**src/sv/flptw_pkg.sv**
```systemverilog
// ----------------------------------------------------------------------------
// flptw_pkg
// Shared types and constants for the four-level page table walker.
// ----------------------------------------------------------------------------
package flptw_pkg;

  localparam int unsigned AddrW  = 52;
  localparam int unsigned VaW    = 48;
  localparam int unsigned EntryW = 64;
  localparam int unsigned IdxW   = 9;
  localparam int unsigned OffW   = 30;
  localparam int unsigned LvlW   = 3;

  localparam int unsigned EntryPresentBit = 0;
  localparam int unsigned EntryLargeBit   = 7;

  localparam logic [LvlW-1:0] LVL_IDLE = 3'd0;
  localparam logic [LvlW-1:0] LVL_1    = 3'd1;
  localparam logic [LvlW-1:0] LVL_2    = 3'd2;
  localparam logic [LvlW-1:0] LVL_3    = 3'd3;
  localparam logic [LvlW-1:0] LVL_4    = 3'd4;

  typedef enum logic [1:0] {
    OP_READ,
    OP_FAULT,
    OP_MAP
  } op_e;

  typedef enum logic [1:0] {
    SIZE_4K = 2'd0,
    SIZE_2M = 2'd1,
    SIZE_1G = 2'd2
  } map_size_e;

  typedef struct packed {
    op_e              op;
    map_size_e        size;
    logic [AddrW-1:0] base;
    logic [IdxW-1:0]  index;
    logic [OffW-1:0]  offset;
  } cmd_t;

endpackage

```
**src/sv/flptw_front.sv**
```systemverilog
// ----------------------------------------------------------------------------
// flptw_front
// Accepts beats, tracks the walk level and held address, and turns each
// beat into a command for the back end, except an entry beat with no walk.
// ----------------------------------------------------------------------------
module flptw_front #(
  parameter int unsigned PHYS_ADDR_BITS = 52
) (
  input  logic                         clk_i,
  input  logic                         rst_ni,
  input  logic                         cfg_valid_i,
  input  logic [flptw_pkg::AddrW-1:0]  cfg_data_i,
  input  logic                         in_valid_i,
  input  logic                         in_ready_i,
  input  logic                         func_i,
  input  logic [flptw_pkg::VaW-1:0]    virtual_address_i,
  input  logic [flptw_pkg::EntryW-1:0] entry_data_i,
  output logic                         push_o,
  output flptw_pkg::cmd_t              cmd_o
);
  import flptw_pkg::*;

  localparam logic [EntryW-1:0] PhysMaskFull =
    ((EntryW'(1) << PHYS_ADDR_BITS) - EntryW'(1)) & ~EntryW'(12'hFFF);
  localparam logic [AddrW-1:0] PhysMask = PhysMaskFull[AddrW-1:0];

  logic [AddrW-1:0] root_q;
  logic [LvlW-1:0]  level_q, level_d;
  logic [VaW-1:0]   held_va_q, held_va_d;
  logic             accept;
  logic [AddrW-1:0] entry_base;
  logic             present, large_page;

  function automatic logic [IdxW-1:0] level_index(input logic [VaW-1:0] va,
                                                  input logic [LvlW-1:0] lvl);
    logic [IdxW-1:0] idx;
    unique case (lvl)
      LVL_4:   idx = va[47:39];
      LVL_3:   idx = va[38:30];
      LVL_2:   idx = va[29:21];
      default: idx = va[20:12];
    endcase
    return idx;
  endfunction

  assign accept     = in_valid_i && in_ready_i;
  assign entry_base = entry_data_i[AddrW-1:0] & PhysMask;
  assign present    = entry_data_i[EntryPresentBit];
  assign large_page = entry_data_i[EntryLargeBit];

  always_comb begin
    level_d        = level_q;
    held_va_d      = held_va_q;
    push_o         = 1'b0;
    cmd_o.op       = OP_FAULT;
    cmd_o.size     = SIZE_4K;
    cmd_o.base     = entry_base;
    cmd_o.index    = level_index(held_va_q, level_q - LvlW'(1));
    cmd_o.offset   = held_va_q[OffW-1:0];
    if (accept) begin
      if (!func_i) begin
        held_va_d    = virtual_address_i;
        push_o       = 1'b1;
        cmd_o.base   = root_q & PhysMask;
        cmd_o.index  = level_index(virtual_address_i, LVL_4);
        if (virtual_address_i == '0) begin
          level_d  = LVL_IDLE;
          cmd_o.op = OP_FAULT;
        end else begin
          level_d  = LVL_4;
          cmd_o.op = OP_READ;
        end
      end else if (level_q < LVL_1 || level_q > LVL_4) begin
        level_d = LVL_IDLE;
      end else begin
        push_o  = 1'b1;
        level_d = LVL_IDLE;
        if (!present || (level_q == LVL_4 && large_page)) begin
          cmd_o.op = OP_FAULT;
        end else if (level_q == LVL_3 && large_page) begin
          cmd_o.op   = OP_MAP;
          cmd_o.size = SIZE_1G;
        end else if (level_q == LVL_2 && large_page) begin
          cmd_o.op   = OP_MAP;
          cmd_o.size = SIZE_2M;
        end else if (level_q == LVL_1) begin
          cmd_o.op   = OP_MAP;
          cmd_o.size = SIZE_4K;
        end else begin
          cmd_o.op = OP_READ;
          level_d  = level_q - LvlW'(1);
        end
      end
    end
  end

  always_ff @(posedge clk_i or negedge rst_ni) begin
    if (!rst_ni) begin
      root_q    <= '0;
      level_q   <= LVL_IDLE;
      held_va_q <= '0;
    end else begin
      if (cfg_valid_i) begin
        root_q <= cfg_data_i;
      end
      level_q   <= level_d;
      held_va_q <= held_va_d;
    end
  end

endmodule

```
**src/sv/flptw_queue.sv**
```systemverilog
// ----------------------------------------------------------------------------
// flptw_queue
// Two-entry command queue between the front and back ends.
// ----------------------------------------------------------------------------
module flptw_queue (
  input  logic            clk_i,
  input  logic            rst_ni,
  input  logic            push_i,
  input  flptw_pkg::cmd_t cmd_i,
  output logic            full_o,
  input  logic            pop_i,
  output logic            valid_o,
  output flptw_pkg::cmd_t cmd_o
);
  import flptw_pkg::*;

  cmd_t       mem_q [2];
  logic       wr_ptr_q, rd_ptr_q;
  logic [1:0] count_q;

  assign full_o  = (count_q == 2'd2);
  assign valid_o = (count_q != 2'd0);
  assign cmd_o   = mem_q[rd_ptr_q];

  always_ff @(posedge clk_i) begin
    if (push_i) begin
      mem_q[wr_ptr_q] <= cmd_i;
    end
  end

  always_ff @(posedge clk_i or negedge rst_ni) begin
    if (!rst_ni) begin
      wr_ptr_q <= 1'b0;
      rd_ptr_q <= 1'b0;
      count_q  <= 2'd0;
    end else begin
      if (push_i) begin
        wr_ptr_q <= ~wr_ptr_q;
      end
      if (pop_i) begin
        rd_ptr_q <= ~rd_ptr_q;
      end
      if (push_i && !pop_i) begin
        count_q <= count_q + 2'd1;
      end else if (pop_i && !push_i) begin
        count_q <= count_q - 2'd1;
      end
    end
  end

endmodule

```
**src/sv/flptw_back.sv**
```systemverilog
// ----------------------------------------------------------------------------
// flptw_back
// Builds read requests and translation results from queued commands and
// holds them in the output register.
// ----------------------------------------------------------------------------
module flptw_back (
  input  logic                        clk_i,
  input  logic                        rst_ni,
  input  logic                        q_valid_i,
  input  flptw_pkg::cmd_t             cmd_i,
  output logic                        pop_o,
  output logic                        out_valid_o,
  input  logic                        out_stall_i,
  output logic                        kind_o,
  output logic [flptw_pkg::AddrW-1:0] read_address_o,
  output logic [flptw_pkg::AddrW-1:0] physical_address_o,
  output logic                        translated_o,
  output logic [1:0]                  mapping_size_o
);
  import flptw_pkg::*;

  logic             valid_q;
  logic             kind_q, kind_d;
  logic [AddrW-1:0] rd_addr_q, rd_addr_d;
  logic [AddrW-1:0] pa_q, pa_d;
  logic             ok_q, ok_d;
  logic [1:0]       size_q, size_d;
  logic [AddrW-1:0] page_addr;

  assign pop_o = q_valid_i && (!valid_q || !out_stall_i);

  always_comb begin
    case (cmd_i.size)
      SIZE_1G: page_addr = {cmd_i.base[AddrW-1:30], cmd_i.offset[29:0]};
      SIZE_2M: page_addr = {cmd_i.base[AddrW-1:21], cmd_i.offset[20:0]};
      default: page_addr = {cmd_i.base[AddrW-1:12], cmd_i.offset[11:0]};
    endcase
  end

  always_comb begin
    kind_d    = 1'b1;
    rd_addr_d = '0;
    pa_d      = '0;
    ok_d      = 1'b0;
    size_d    = 2'd0;
    unique case (cmd_i.op)
      OP_READ: begin
        kind_d    = 1'b0;
        rd_addr_d = cmd_i.base + AddrW'({cmd_i.index, 3'b000});
      end
      OP_MAP: begin
        pa_d   = page_addr;
        ok_d   = 1'b1;
        size_d = 2'(cmd_i.size);
      end
      default: begin
      end
    endcase
  end

  always_ff @(posedge clk_i or negedge rst_ni) begin
    if (!rst_ni) begin
      valid_q <= 1'b0;
    end else if (pop_o) begin
      valid_q <= 1'b1;
    end else if (!out_stall_i) begin
      valid_q <= 1'b0;
    end
  end

  always_ff @(posedge clk_i) begin
    if (pop_o) begin
      kind_q    <= kind_d;
      rd_addr_q <= rd_addr_d;
      pa_q      <= pa_d;
      ok_q      <= ok_d;
      size_q    <= size_d;
    end
  end

  assign out_valid_o        = valid_q;
  assign kind_o             = kind_q;
  assign read_address_o     = rd_addr_q;
  assign physical_address_o = pa_q;
  assign translated_o       = ok_q;
  assign mapping_size_o     = size_q;

endmodule

```
**src/sv/four_level_page_table_walker.sv**
```systemverilog
// ----------------------------------------------------------------------------
// four_level_page_table_walker
// Walks four-level x86-64 page tables one beat at a time.
// ----------------------------------------------------------------------------
// Takes one beat per cycle. A translate beat (func 0) yields a read request
// for the top-level entry, or a failed result for address zero; each entry
// beat (func 1) yields the next read request or the final result, and an
// entry beat with no walk in progress yields nothing. The front end
// classifies a beat and writes a command into the queue when it is taken;
// the back end moves the queue head into its output register when that
// register is empty or the output is not stalled. A two-entry queue
// separates the two, so input stalls only when the output side has been
// stalled long enough to fill it. The root table base is written through
// the config channel, which is always ready.
// ----------------------------------------------------------------------------
module four_level_page_table_walker #(
  parameter int unsigned PHYS_ADDR_BITS = 52
) (
  input  logic                         clk_i,
  input  logic                         rst_ni,
  input  logic                         cfg_valid_i,
  output logic                         cfg_ready_o,
  input  logic [flptw_pkg::AddrW-1:0]  cfg_data_i,
  input  logic                         in_valid_i,
  output logic                         in_stall_o,
  input  logic                         func_i,
  input  logic [flptw_pkg::VaW-1:0]    virtual_address_i,
  input  logic [flptw_pkg::EntryW-1:0] entry_data_i,
  output logic                         out_valid_o,
  input  logic                         out_stall_i,
  output logic                         kind_o,
  output logic [flptw_pkg::AddrW-1:0]  read_address_o,
  output logic [flptw_pkg::AddrW-1:0]  physical_address_o,
  output logic                         translated_o,
  output logic [1:0]                   mapping_size_o
);
  import flptw_pkg::*;

  logic push, full, pop, q_valid;
  cmd_t push_cmd, head_cmd;

  assign cfg_ready_o = 1'b1;
  assign in_stall_o  = full;

  flptw_front #(
    .PHYS_ADDR_BITS(PHYS_ADDR_BITS)
  ) u_front (
    .clk_i             (clk_i),
    .rst_ni            (rst_ni),
    .cfg_valid_i       (cfg_valid_i),
    .cfg_data_i        (cfg_data_i),
    .in_valid_i        (in_valid_i),
    .in_ready_i        (!full),
    .func_i            (func_i),
    .virtual_address_i (virtual_address_i),
    .entry_data_i      (entry_data_i),
    .push_o            (push),
    .cmd_o             (push_cmd)
  );

  flptw_queue u_queue (
    .clk_i   (clk_i),
    .rst_ni  (rst_ni),
    .push_i  (push),
    .cmd_i   (push_cmd),
    .full_o  (full),
    .pop_i   (pop),
    .valid_o (q_valid),
    .cmd_o   (head_cmd)
  );

  flptw_back u_back (
    .clk_i              (clk_i),
    .rst_ni             (rst_ni),
    .q_valid_i          (q_valid),
    .cmd_i              (head_cmd),
    .pop_o              (pop),
    .out_valid_o        (out_valid_o),
    .out_stall_i        (out_stall_i),
    .kind_o             (kind_o),
    .read_address_o     (read_address_o),
    .physical_address_o (physical_address_o),
    .translated_o       (translated_o),
    .mapping_size_o     (mapping_size_o)
  );

endmodule

```
**config.mk**
```make
export PLATFORM = sky130hd
export DESIGN_NAME = four_level_page_table_walker
export DESIGN_NICKNAME = d
export VERILOG_FILES = /design/src/sv/flptw_pkg.sv /design/src/sv/flptw_front.sv /design/src/sv/flptw_queue.sv /design/src/sv/flptw_back.sv /design/src/sv/four_level_page_table_walker.sv
export SDC_FILE = /design/constraint.sdc
export NUM_CORES = 1
export LEC_CHECK = 0
export ABC_AREA = 1
export BUFFER_PORTS_ARGS = -buffer_cell sky130_fd_sc_hd__buf_4
export CORE_MARGIN = 2
export CORE_UTILIZATION = 50
export CTS_CLUSTER_DIAMETER = 50
export DETAILED_ROUTE_END_ITERATION = 12
export PLACE_DENSITY = 0.76
export SLEW_MARGIN = 20
export SYNTH_ARGS = -nofsm -noshare
export SYNTH_HDL_FRONTEND = slang
export SYNTH_SLANG_ARGS = --single-unit
```
**constraint.sdc**
```tcl
create_clock -name clk_i -period 5.1 [get_ports clk_i]
set_input_delay 0.51 -clock clk_i [delete_from_list [all_inputs] [get_ports clk_i]]
set_output_delay 0.51 -clock clk_i [all_outputs]
set_load 0.02 [all_outputs]
```
==> tab_implementation.tex, run 1 <==
\begin{tabular}{lr}
\hline
Metric & Value \\
\hline
\multicolumn{2}{l}{\textbf{Yosys}} \\
\quad Top post-synthesis cells by area & sky130\_fd\_sc\_hd\_\_edfxtp\_1 55\%, sky130\_fd\_sc\_hd\_\_dfrtp\_1 16\%, sky130\_fd\_sc\_hd\_\_nand2\_1 8.3\%, sky130\_fd\_sc\_hd\_\_o21ai\_0 3.7\%, sky130\_fd\_sc\_hd\_\_nor2\_1 2.7\% \\
\quad Xor and xnor fraction of the mapped netlist area & 0.00178 \\
\quad Share of the synthesized area in the top cell type & 0.550 \\
\quad Number of instances in the synthesized netlist & 1244 \\
\quad Library cell with the largest summed area after synthesis & sky130\_fd\_sc\_hd\_\_edfxtp\_1 \\
\quad Unique cell type count in the Yosys netlist & 33 \\
\quad Total of warnings raised by yosys & 0 \\
\quad Fraction of the mapped netlist area in simple logic gates & 0.132 \\
\quad Synth Area in Adders & 0.00845 \\
\quad Mux share of post-synthesis cell area & 0.0164 \\
\quad Mean Syn Cell Area & $\sim$12 um\^{}2 \\
\quad Part of the Yosys area used for sequential elements & 0.712 \\
\quad Synth Area in Compound Gates & 0.0773 \\
\quad Cell area after synthesis & 14800 um\^{}2 \\
\quad Largest family of logic cells by synthesized area & simple AND/OR/NAND/NOR gates \\
\quad Count of state elements after synthesis & 367 \\
\multicolumn{2}{l}{\textbf{CTS}} \\
\quad Number of sinks handled by clock tree synthesis & 367 \\
\quad \# hold bufs at CTS & 0 \\
\quad Total number of H-tree levels & 2 \\
\quad Post-cts repair resize count & 0 \\
\quad CTS buffer count & 40 \\
\quad Clk Latency, worst-skew pair & 0.52 ns \\
\quad Post-CTS Setup Repair Bufs & 0 \\
\quad CTS clock-pin slew for the worst setup and hold paths & 0.06 ns \\
\quad CTS root buffer & sky130\_fd\_sc\_hd\_\_clkbuf\_16 \\
\quad TritonCTS clock tree & yes \\
\quad Bufs on Longest Clock Path & 3 \\
\multicolumn{2}{l}{\textbf{Floorplan}} \\
\quad Placeable core area & 28900 um\^{}2 \\
\quad Die X & 176 um \\
\quad Initial Utilization & 0.511 \\
\quad Top Ports & 281 \\
\quad Die boundary height & 176 um \\
\quad Number of placement rows & 62 \\
\quad Total Die Area & approximately 31000 um\^{}2 \\
\multicolumn{2}{l}{\textbf{Finish}} \\
\quad Most common cell after layout, fill and taps aside & sky130\_fd\_sc\_hd\_\_nand2\_1 \\
\quad Nets@finish & 1659 \\
\quad Share of post-route cells with drive strength above 1 & 0.243 \\
\quad Final standard cell count with taps included and fillers excluded & 1895 \\
\quad Synthesis-to-finish area growth & 22.5\% \\
\quad Ant diodes & 0 \\
\quad Most frequent cells in the layout & 329 x sky130\_fd\_sc\_hd\_\_nand2\_1, 271 x sky130\_fd\_sc\_hd\_\_edfxtp\_1, 251 x sky130\_fd\_sc\_hd\_\_buf\_4 \\
\quad Finished Core Util & 0.627 \\
\multicolumn{2}{l}{\textbf{STA}} \\
\quad Worst Tran Pin Value & 0.945 ns \\
\quad Total Negative Setup Slacks & 0 ns \\
\quad Top achievable clock speed & 293 MHz \\
\quad RSZ-0062 raised after global routing & no \\
\quad Share of the cycle needed by the critical path after routing & 0.670 \\
\quad Largest clock skew in the final design & about 0.0088 ns \\
\quad Worst relative slew slack & 0.370 \\
\quad Max-slew violations & 0 \\
\quad Post-layout minimum cycle time & 3.42 ns \\
\quad Final Hold Vio Count & 0 \\
\quad Final worst-path setup slack & 1.68 ns \\
\quad Setup violation total in the final timing report & 0 \\
\multicolumn{2}{l}{\textbf{Placement}} \\
\quad Detailed placement HPWL & between 20000 and 25000 um \\
\quad Total of buffers placed on input and output ports & 242 \\
\quad RD Place Congestion & between 0.7 and 0.8 \\
\quad Post-Place Setup Slack & around 1.7 ns \\
\quad Number of placed instances, taps included & around 1800 \\
\multicolumn{2}{l}{\textbf{Power}} \\
\quad Power per cell area & 655 nW/um\^{}2 \\
\quad Maximum resistive drop on vdd & 0.451 mV \\
\quad Total leakage power & 7.79 nW \\
\quad Total power after layout & between 0.01 and 0.015 W \\
\multicolumn{2}{l}{\textbf{Worst setup path}} \\
\quad Cells traversed along the worst timing path & inv\_2 -> or2\_2 -> o21ai\_0 -> inv\_1 -> ha\_1 -> nor2\_1 -> o21a\_1 -> o21ai\_0 -> a21oi\_1 \\
\quad Cell repeated most along the worst path & sky130\_fd\_sc\_hd\_\_o21ai\_0 \\
\quad Largest stage delay on the critical path & just under 0.8 ns \\
\quad Setup crit start kind & register \\
\quad Kind of critical path & reg2reg \\
\quad Start point of the critical path & u\_queue.rd\_ptr\_q \\
\quad Worst flop-to-flop path startpoint & u\_queue.rd\_ptr\_q \\
\quad Data required time at the worst endpoint & between 5 and 6 ns \\
\quad Worst path slowest cell & sky130\_fd\_sc\_hd\_\_dfrtp\_4 \\
\quad Maximum fanout count along the critical path & 35 \\
\quad Crit path DAT & 3.77 ns \\
\quad Endpoint kind of the worst setup timing path & register \\
\multicolumn{2}{l}{\textbf{Flow run}} \\
\quad Max-cap violations & 0 \\
\multicolumn{2}{l}{\textbf{Global route}} \\
\quad All-Layer GR Usage & 0.212 \\
\quad Overall overflow remaining after global route & 0 \\
\quad Pin count of the biggest net entering global routing & between 90 and 100 \\
\quad Wire length of the first global-routing pass & just over 50000 um \\
\quad Antenna violations before repair & 0 \\
\quad Vias in the first global route & 9597 \\
\multicolumn{2}{l}{\textbf{Detailed routing}} \\
\quad Final ANT Viol Nets & 0 \\
\quad Aggregate routed wire length & 32500 um \\
\quad Number of remaining DRC errors & 0 \\
\quad Vias per cell & 5.05 \\
\quad First drt pass iteration count & 5 \\
\quad Number of violations reported at the end of detailed-routing iteration 0 & 914 \\
\quad Drt wl/cell & between 15 and 20 um \\
\quad Number of vias after detailed routing & about 9600 \\
\multicolumn{2}{l}{\textbf{Outcome}} \\
\quad Run status & completed \\
\multicolumn{2}{l}{\textbf{Hold path}} \\
\quad Worst hold-check path type & in2async \\
\hline
\end{tabular}
Yosys cell counts, drive strengths merged:
cell      n
nand2   331
edfxtp  271
o21ai   119
nor2    109
dfrtp    96
inv      89
a21oi    45
buf      43
or2      32
o21a     28
mux2i    23
clkbuf   18
ha       10
o211ai   10
nand4     6
nand3     5
clkinv    2
conb      2
xnor2     2
nand3b    1
nor3      1
xor2      1
power by group:
| part | internal (W) | switching (W) |
|---|---|---|
| Combinational | 0.00127 | 0.00251 |
| Sequential | 0.00472 | 0.000487 |
| Clock | 0.00175 | 0.00114 |
cells by family after synthesis:
kind of cell / Yosys count
mux: 23
xor+xnor: 3
flops: 367
simple gates: 485
fa+ha+maj: 10
compound gates: 202
other cells: 2
buf+inv: 152
stage by stage:
step,area [um^2],hold slack (ns)
after floorplan,14800,0.214
after CTS,18100,0.0471
after global placement,16800,0.449
after global routing,18100,0.0628
after detailed placement,16800,0.457
final,18100,0.0314
registers in the layout, indices dropped and copies added (netlist names), 2 cells and up:
| register | count |
|---|---|
| u_back.mapping_size_o | 2 |
| u_back.physical_address_o | 52 |
| u_back.read_address_o | 49 |
| u_front.held_va_q | 48 |
| u_front.level_q | 3 |
| u_front.root_q | 40 |
| u_queue.count_q | 2 |
| u_queue.mem_q | 166 |
critical path: cells and delay by family, from the launching register on:
family / cells / cell delay, ns
adder cells (fa/ha/maj): 1 / 0.47
buffers and inverters: 2 / 0.38
AND/OR/NAND/NOR: 2 / 0.97
flip-flops: 1 / 0.77
AO/OA/AOI/OAI: 4 / 0.65
per-layer routing:
| metal | track usage | wire length (um) |
|---|---|---|
| met5 | 0 | 0 |
| met4 | 0.0709 | 821 |
| met3 | 0.0323 | 2200 |
| met2 | 0.362 | 16000 |
| met1 | 0.281 | 13500 |
final timing paths:
path,to,depth (start not counted),slack [ns]
worst min-delay path,u_front.held_va_q[11],1,0.03
min in group clk_i,u_front.root_q[22],3,0.19
worst min register to register,u_queue.mem_q[1][2],0,0.47
max in group asynchronous,u_queue.rd_ptr_q,2,3.86
worst max-delay path,u_back.physical_address_o[23],9,1.68
worst max register to register,u_back.physical_address_o[23],9,1.68
layout make-up:
class | instances | area (um^2)
clock buffer | 53 | 1110
clock inverter | 21 | 226
fill | 2232 | 10800
inverter | 91 | 347
multi-input combinational | 727 | 3520
sequential | 367 | 10500
tap | 384 | 480
timing repair buffer | 252 | 1900
Power figures use the tool's default switching activity.
==> inputs of run 2 (changes only) <==
==> constraint.sdc (replaced) <==
create_clock -name clk_i -period 3 [get_ports clk_i]
set_input_delay 0.3 -clock clk_i [delete_from_list [all_inputs] [get_ports clk_i]]
set_output_delay 0.3 -clock clk_i [all_outputs]
set_load 0.02 [all_outputs]
==> run 2 against run 1 <==
Sequential share of layout area shrank 1.3 points. First-iteration DRC count shrank 12%. Critical path depth is the same. Core utilization grew 1.4 points. Non-clock buffer count grew 42. Cell count grew 2.1%. Setup slack lost 1.4 ns. Worst hold slack lost 0.022 ns. Register-to-register slack lost 1.4 ns. Critical endpoint unchanged. Largest cell class unchanged. Highest routed layer is now met5.
==> tab_implementation.tex, run 2 (synthesis results as in run 1) <==
\begin{tabular}{lr}
\hline
Metric & Value \\
\hline
\multicolumn{2}{l}{\textbf{Detailed routing}} \\
\quad Aggregate routed wire length & 32900 um \\
\quad Number of vias after detailed routing & just under 10000 \\
\quad Vias per cell & 5.09 \\
\quad First drt pass iteration count & 5 \\
\quad Number of violations reported at the end of detailed-routing iteration 0 & 802 \\
\quad Number of remaining DRC errors & 0 \\
\quad Final ANT Viol Nets & 0 \\
\quad Drt wl/cell & 17.0 um \\
\multicolumn{2}{l}{\textbf{CTS}} \\
\quad CTS buffer count & 39 \\
\quad CTS clock-pin slew for the worst setup and hold paths & 0.06 ns \\
\quad Post-CTS Setup Repair Bufs & 0 \\
\quad TritonCTS clock tree & yes \\
\quad Total number of H-tree levels & 2 \\
\quad Bufs on Longest Clock Path & 3 \\
\quad Number of sinks handled by clock tree synthesis & around 370 \\
\quad CTS root buffer & sky130\_fd\_sc\_hd\_\_clkbuf\_16 \\
\quad Clk Latency, worst-skew pair & 0.51 ns \\
\multicolumn{2}{l}{\textbf{STA}} \\
\quad Final Hold Vio Count & 0 \\
\quad Post-layout minimum cycle time & 2.72 ns \\
\quad Setup violation total in the final timing report & 0 \\
\quad Max-slew violations & 0 \\
\quad Share of the cycle needed by the critical path after routing & 0.908 \\
\quad Worst relative slew slack & 0.315 \\
\quad Largest clock skew in the final design & approximately 0.014 ns \\
\quad Top achievable clock speed & 367 MHz \\
\quad RSZ-0062 raised after global routing & no \\
\quad Final worst-path setup slack & 0.275 ns \\
\quad Worst Tran Pin Value & $\sim$1 ns \\
\multicolumn{2}{l}{\textbf{Floorplan}} \\
\quad Initial Utilization & 0.511 \\
\quad Top Ports & 281 \\
\quad Die boundary height & 176 um \\
\quad Total Die Area & 31000 um\^{}2 \\
\quad Placeable core area & 28900 um\^{}2 \\
\quad Number of placement rows & 62 \\
\quad Die X & 176 um \\
\multicolumn{2}{l}{\textbf{Worst setup path}} \\
\quad Data required time at the worst endpoint & about 3.3 ns \\
\quad Cell repeated most along the worst path & sky130\_fd\_sc\_hd\_\_o21ai\_0 \\
\quad Buffers plus inverters on the worst setup path & 2 \\
\quad Largest stage delay on the critical path & roughly 0.52 ns \\
\quad Crit-path leading delay family & simple AND/OR/NAND/NOR gates \\
\quad Cells traversed along the worst timing path & inv\_2 -> or2\_2 -> o21ai\_0 -> inv\_1 -> ha\_1 -> nor2\_2 -> o21a\_1 -> o21ai\_0 -> a21oi\_1 \\
\quad Endpoint kind of the worst setup timing path & register \\
\quad Maximum fanout count along the critical path & 16 \\
\quad Crit path DAT & approximately 3 ns \\
\quad Worst path slowest cell & sky130\_fd\_sc\_hd\_\_dfrtp\_4 \\
\quad Kind of critical path & reg2reg \\
\quad Setup crit start kind & register \\
\multicolumn{2}{l}{\textbf{Finish}} \\
\quad Most frequent cells in the layout & 329 x sky130\_fd\_sc\_hd\_\_nand2\_1, 271 x sky130\_fd\_sc\_hd\_\_edfxtp\_1, 253 x sky130\_fd\_sc\_hd\_\_buf\_4 \\
\quad Synthesis-to-finish area growth & 25.3\% \\
\quad Most common cell after layout, fill and taps aside & sky130\_fd\_sc\_hd\_\_nand2\_1 \\
\quad Reg with most FFs & u\_queue.mem\_q \\
\quad Nets@finish & 1700 \\
\quad Finished Core Util & 0.641 \\
\quad Ant diodes & 0 \\
\quad Final-layout fill cell count & 2150 \\
\quad Number of flip-flops under the largest register name & 166 \\
\quad Share of post-route cells with drive strength above 1 & 0.239 \\
\multicolumn{2}{l}{\textbf{Global route}} \\
\quad Overall overflow remaining after global route & 0 \\
\quad Pin count of the biggest net entering global routing & 84 \\
\quad Antenna violations before repair & 2 \\
\quad Vias in the first global route & 9813 \\
\quad Wire length of the first global-routing pass & 50700 um \\
\quad All-Layer GR Usage & 0.211 \\
\multicolumn{2}{l}{\textbf{Placement}} \\
\quad Detailed placement HPWL & roughly 21000 um \\
\quad RD Place Congestion & 0.854 \\
\quad Post-Place Setup Slack & 0.140 ns \\
\quad Total of buffers placed on input and output ports & 242 \\
\multicolumn{2}{l}{\textbf{Power}} \\
\quad Total leakage power & 7.95 nW \\
\quad Power per cell area & between 1000 and 1500 nW/um\^{}2 \\
\quad Maximum resistive drop on vdd & 0.736 mV \\
\multicolumn{2}{l}{\textbf{Hold path}} \\
\quad Worst hold-check path type & in2reg \\
\multicolumn{2}{l}{\textbf{Flow run}} \\
\quad Max-cap violations & 0 \\
\multicolumn{2}{l}{\textbf{Outcome}} \\
\quad Run status & completed \\
\hline
\end{tabular}
==> run 2: power by group <==
part | switching, W | internal, W
registers | 0.000778 | 0.00802
logic | 0.00436 | 0.00226
clock network | 0.00187 | 0.00290
total | 0.00701 | 0.0132
==> run 2: repair_timing <==
item | CTS | global route
hold buffers | 37 | 0
endpoints found under the hold margin | 92 | 0
endpoints found under the setup margin | 0 | 7
gates resized for setup | 0 | 1
==> run 2: metal layers <==
| layer | vias to the layer above | track usage | share of wire |
|---|---|---|---|
| li1 | 4709 | - | - |
| met1 | 4703 | 0.276 | 0.42 |
| met2 | 351 | 0.353 | 0.48 |
| met3 | 84 | 0.0411 | 0.065 |
| met4 | 4 | 0.0799 | 0.033 |
| met5 | - | 0 | 0.00073 |
==> run 2: cell type report <==
cell class	instances	area (um^2)	share of cell area
clock buffer	49	1080	0.0580
clock inverter	22	219	0.0118
inverter	91	348	0.0188
multi-input combinational	727	3520	0.190
sequential	367	10500	0.569
tap	384	480	0.0259
timing repair buffer	294	2350	0.127
==> run 2: worst min-delay path, delay by kind of cell <==
| kind | cells | cell delay [ns] |
|---|---|---|
| buf+inv | 1 | 0.08 |
| simple gates | 1 | 0.04 |
| compound gates | 1 | 0.06 |
==> run 2: per-stage QoR <==
stage          TNS [ns]  cell area [um^2]  total power (W)  hold WS [ns]  cells
2_1_floorplan   -128.22             14800           0.0130       0.00441   1246
3_3_place_gp          0             16900           0.0153         0.436   1826
3_5_place_dp          0             16900           0.0155         0.447   1826
4_1_cts               0             18500           0.0204     0.0000216   1934
5_1_grt               0             18500           0.0213       0.00927   1934
6_report              0             18500           0.0202       0.00900   1934
==> run 2: final timing paths <==
| kind | startpoint | end | slack, ns | depth (start not counted) |
|---|---|---|---|---|
| worst min-delay path | cfg_data_i[15] | u_front.root_q[15] | 0.009 | 3 |
| worst max-delay path | u_queue.rd_ptr_q | u_back.physical_address_o[23] | 0.28 | 9 |
| min in group asynchronous | rst_ni | u_front.held_va_q[11] | 0.43 | 2 |
| worst min register to register | u_front.held_va_q[11] | u_queue.mem_q[0][11] | 0.48 | 0 |
| max in group asynchronous | rst_ni | u_queue.rd_ptr_q | 1.77 | 3 |
| worst max register to register | u_queue.rd_ptr_q | u_back.physical_address_o[23] | 0.28 | 9 |
==> inputs of run 3 (changes only) <==
--- a/config.mk
+++ b/config.mk
@@ -5,7 +5,6 @@
 export SDC_FILE = /design/constraint.sdc
 export NUM_CORES = 1
 export LEC_CHECK = 0
-export ABC_AREA = 1
 export BUFFER_PORTS_ARGS = -buffer_cell sky130_fd_sc_hd__buf_4
 export CORE_MARGIN = 2
 export CORE_UTILIZATION = 50
==> run 3 against run 2 <==
Clock skew about the same. Via count decreased by 6.7%. Sequential share of layout area decreased by 0.36 points. Critical path depth decreased by 1. Critical endpoint is now u_queue.mem_q[0][33]. Synthesized cell count decreased by 16%. Sequential power decreased by 5.0%. Clock power increased by 4.4%. First-iteration DRC count decreased by 3.4%. Combinational power decreased by 9.1%.
==> tab_implementation.tex, run 3 <==
\begin{tabular}{lr}
\hline
Metric & Value \\
\hline
\multicolumn{2}{l}{\textbf{Outcome}} \\
\quad Run status & completed \\
\multicolumn{2}{l}{\textbf{Global route}} \\
\quad Wire length of the first global-routing pass & 49300 um \\
\quad Overall overflow remaining after global route & 0 \\
\quad Fraction of met1 tracks used by global routing & 0.276 \\
\quad GR peak layer & met2 \\
\quad Global-route met2 utilization & 0.355 \\
\quad All-Layer GR Usage & 0.210 \\
\quad Met3 usage in global routing & 0.0357 \\
\quad Pin count of the biggest net entering global routing & between 100 and 150 \\
\quad Antenna violations before repair & 0 \\
\quad Vias in the first global route & 9099 \\
\multicolumn{2}{l}{\textbf{Power}} \\
\quad Cell Int Power & 0.0131 W \\
\quad Maximum resistive drop on vdd & 0.579 mV \\
\quad Net switching component of the power & roughly 0.0062 W \\
\quad Power per cell area & 1040 nW/um\^{}2 \\
\quad Clk pwr share & 0.257 \\
\quad Total leakage power & 7.86 nW \\
\quad Register share of total power & 0.432 \\
\quad Logic gate share of total power & 0.311 \\
\quad Net switching share of the total power & 0.323 \\
\multicolumn{2}{l}{\textbf{STA}} \\
\quad Worst Tran Pin Value & 0.878 ns \\
\quad Share of the cycle needed by the critical path after routing & 0.892 \\
\quad Top achievable clock speed & between 300 and 400 MHz \\
\quad RSZ-0062 raised after global routing & no \\
\quad Largest clock skew in the final design & 0.0143 ns \\
\quad Final Hold Vio Count & 0 \\
\quad Post-layout minimum cycle time & 2.68 ns \\
\quad Setup violation total in the final timing report & 0 \\
\quad Worst relative slew slack & 0.409 \\
\quad Max-slew violations & 0 \\
\quad Hold WS & 0.0187 ns \\
\quad Total Negative Setup Slacks & 0 ns \\
\multicolumn{2}{l}{\textbf{Worst setup path}} \\
\quad Data required time at the worst endpoint & 3.23 ns \\
\quad Register-to-register setup slack & 0.32 ns \\
\quad Endpoint kind of the worst setup timing path & register \\
\quad Kind of critical path & reg2reg \\
\quad Worst flop-to-flop path startpoint & u\_front.level\_q[0] \\
\quad Worst Setup EP & u\_queue.mem\_q[0][33] \\
\quad Largest stage delay on the critical path & roughly 0.66 ns \\
\quad Reg-to-reg endpoint & u\_queue.mem\_q[0][33] \\
\quad Start point of the critical path & u\_front.level\_q[0] \\
\quad Setup crit start kind & register \\
\quad Maximum fanout count along the critical path & 10 \\
\quad Cell count of the worst reg-to-reg path & 8 \\
\quad Crit path DAT & approximately 2.9 ns \\
\quad Worst path slowest cell & sky130\_fd\_sc\_hd\_\_nor2b\_1 \\
\quad Cells traversed along the worst timing path & inv\_1 -> ha\_1 -> inv\_1 -> ha\_1 -> nor2b\_1 -> a211oi\_4 -> a221oi\_1 -> a21oi\_1 \\
\multicolumn{2}{l}{\textbf{Floorplan}} \\
\quad Die boundary height & around 170 um \\
\quad Initial Utilization & 0.506 \\
\quad Number of placement rows & 62 \\
\quad Total Die Area & 30300 um\^{}2 \\
\quad Die X & 174 um \\
\quad Placeable core area & between 20000 and 30000 um\^{}2 \\
\quad Top Ports & 281 \\
\multicolumn{2}{l}{\textbf{Yosys}} \\
\quad Synth top cells by count & 273 x sky130\_fd\_sc\_hd\_\_nand2\_1, 271 x sky130\_fd\_sc\_hd\_\_edfxtp\_1, 111 x sky130\_fd\_sc\_hd\_\_nor2\_1 \\
\quad Top post-synthesis cells by area & sky130\_fd\_sc\_hd\_\_edfxtp\_1 56\%, sky130\_fd\_sc\_hd\_\_dfrtp\_1 17\%, sky130\_fd\_sc\_hd\_\_nand2\_1 7.1\%, sky130\_fd\_sc\_hd\_\_mux2i\_1 5.5\%, sky130\_fd\_sc\_hd\_\_mux2\_2 3.3\% \\
\quad Cell area after synthesis & between 10000 and 15000 um\^{}2 \\
\quad Part of the Yosys area used for sequential elements & 0.728 \\
\quad Total of warnings raised by yosys & 0 \\
\quad Share of the synthesized area in the top cell type & 0.562 \\
\quad Number of instances in the synthesized netlist & 1050 \\
\quad Fraction of registers with async set/reset & 0.262 \\
\quad Leading cell type by number of instances after synthesis & sky130\_fd\_sc\_hd\_\_nand2\_1 \\
\quad Mean Syn Cell Area & 13.8 um\^{}2 \\
\quad Count of state elements after synthesis & 367 \\
\quad Top FF cell, synth & sky130\_fd\_sc\_hd\_\_edfxtp\_1 \\
\quad Count of flip-flops with a built-in enable after synthesis & approximately 270 \\
\quad Library cell with the largest summed area after synthesis & sky130\_fd\_sc\_hd\_\_edfxtp\_1 \\
\quad Unique cell type count in the Yosys netlist & 42 \\
\multicolumn{2}{l}{\textbf{Detailed routing}} \\
\quad Vias per cell & between 5 and 6 \\
\quad Final ANT Viol Nets & 0 \\
\quad Drt wl/cell & 18.2 um \\
\quad First drt pass iteration count & 5 \\
\quad Number of remaining DRC errors & 0 \\
\quad Number of vias after detailed routing & 9191 \\
\quad Aggregate routed wire length & 32100 um \\
\quad Number of violations reported at the end of detailed-routing iteration 0 & 775 \\
\multicolumn{2}{l}{\textbf{Finish}} \\
\quad Synthesis-to-finish area growth & 28.9\% \\
\quad Final-layout fill cell count & 2068 \\
\quad Ant diodes & 0 \\
\quad Finished Core Util & 0.652 \\
\quad Area of the multi-input gates & 3650 um\^{}2 \\
\quad Area taken by flip-flops and latches & 10500 um\^{}2 \\
\quad Layout Cell Area excl Fill & 18700 um\^{}2 \\
\quad Share of post-route cells with drive strength above 1 & 0.277 \\
\quad Most frequent cells in the layout & 273 x sky130\_fd\_sc\_hd\_\_nand2\_1, 271 x sky130\_fd\_sc\_hd\_\_edfxtp\_1, 253 x sky130\_fd\_sc\_hd\_\_buf\_4 \\
\quad Number of flip-flops under the largest register name & 166 \\
\quad Final standard cell count with taps included and fillers excluded & 1765 \\
\quad Most common cell after layout, fill and taps aside & sky130\_fd\_sc\_hd\_\_nand2\_1 \\
\quad Reg with most FFs & u\_queue.mem\_q \\
\quad Nets@finish & about 1500 \\
\multicolumn{2}{l}{\textbf{Hold path}} \\
\quad Worst hold-check path type & in2reg \\
\multicolumn{2}{l}{\textbf{CTS}} \\
\quad CTS clock-pin slew for the worst setup and hold paths & roughly 0.06 ns \\
\quad CTS buffer count & 40 \\
\quad Post-cts repair resize count & 0 \\
\quad Clk Latency, worst-skew pair & a little over 0.5 ns \\
\quad CTS root buffer & sky130\_fd\_sc\_hd\_\_clkbuf\_16 \\
\quad Bufs on Longest Clock Path & 3 \\
\quad TritonCTS clock tree & yes \\
\quad Number of sinks handled by clock tree synthesis & 367 \\
\quad Total number of H-tree levels & 2 \\
\quad Post-CTS Setup Repair Bufs & 0 \\
\multicolumn{2}{l}{\textbf{Flow run}} \\
\quad Max-cap violations & 0 \\
\multicolumn{2}{l}{\textbf{Placement}} \\
\quad Number of placed instances, taps included & 1649 \\
\quad Total of buffers placed on input and output ports & 242 \\
\quad Detailed placement HPWL & 20700 um \\
\quad Area after detailed placement & 16900 um\^{}2 \\
\quad RD Place Congestion & 0.884 \\
\hline
\end{tabular}
[run 3: cell count changes after synthesis, sizes merged, moves of 26 or more]
cell / change
a21oi: -33
inv: -79
mux2: +42
mux2i: +56
nand2: -58
o21a: -26
o21ai: -116
or2: -32
[run 3: cells by family (layout without fill, tap and decap cells)]
| group | Yosys count | in the layout | synth area share |
|---|---|---|---|
| simple gates | 424 | 424 | 0.118 |
| flops | 367 | 367 | 0.728 |
| mux | 121 | 121 | 0.0873 |
| buf+inv | 63 | 392 | 0.0223 |
| compound gates | 58 | 58 | 0.0318 |
| fa+ha+maj | 10 | 10 | 0.00864 |
| xor+xnor | 5 | 5 | 0.00303 |
| other cells | 2 | 4 | 0.000519 |
[run 3: what timing repair did]
item,in CTS,in global routing
setup endpoints to repair,0,0
hold buffers,44,0
endpoints found under the hold margin,64,0
[run 3: power groups by stage]
stage	Clock [W]	Combinational (W)	Sequential, W
global route	0.00530	0.00651	0.00851
global placement	0	0.00586	0.00839
finish	0.00498	0.00602	0.00835
detailed placement	0	0.00600	0.00845
floorplan	0	0.00299	0.00904
CTS	0.00507	0.00607	0.00836
[run 3: critical path: cells and delay by family, from the launching register on]
family,cells,cell delay [ns]
and+or+nand+nor,1,0.66
AOI/OAI and AO/OA,3,0.64
adders and majority gates,2,0.49
DFF,1,0.44
buffers and inverters,2,0.18
[run 3: routing by layer]
layer / vias up / routed length, um
li1: 4308 / -
met2: 360 / 15900
met4: 0 / 907
met5: - / 0
met1: 4463 / 13400
met3: 60 / 1950
[run 3: how the worst min path moves through the flow]
stage,startpoint,to,slack [ns],cells after the start
6_report,virtual_address_i[0],u_front.held_va_q[0],0.02,3
5_1_grt,cfg_data_i[21],u_front.root_q[21],0.004,2
4_1_cts,virtual_address_i[44],u_front.held_va_q[44],0.0004,3
3_5_place_dp,rst_ni,u_front.root_q[35],0.24,1
3_3_place_gp,rst_ni,u_front.root_q[35],0.24,1
2_1_floorplan,rst_ni,u_back.out_valid_o,0.004,0
[run 3: area by class of cell]
| cell class | count | share of cell area |
|---|---|---|
| Multi-Input combinational cell | 622 | 0.196 |
| Sequential cell | 367 | 0.565 |
| Tap cell | 384 | 0.0258 |
| Inverter | 11 | 0.00241 |
| Clock buffer | 46 | 0.0576 |
| Timing Repair Buffer | 309 | 0.138 |
| Clock inverter | 26 | 0.0153 |
[run 3: stage by stage]
stage	total power (W)	setup slack (ns)
after detailed placement	0.0144	0.356
final	0.0194	0.323
after global placement	0.0142	0.441
after global routing	0.0203	0.0913
after CTS	0.0195	0.336
after floorplan	0.0120	0.0111
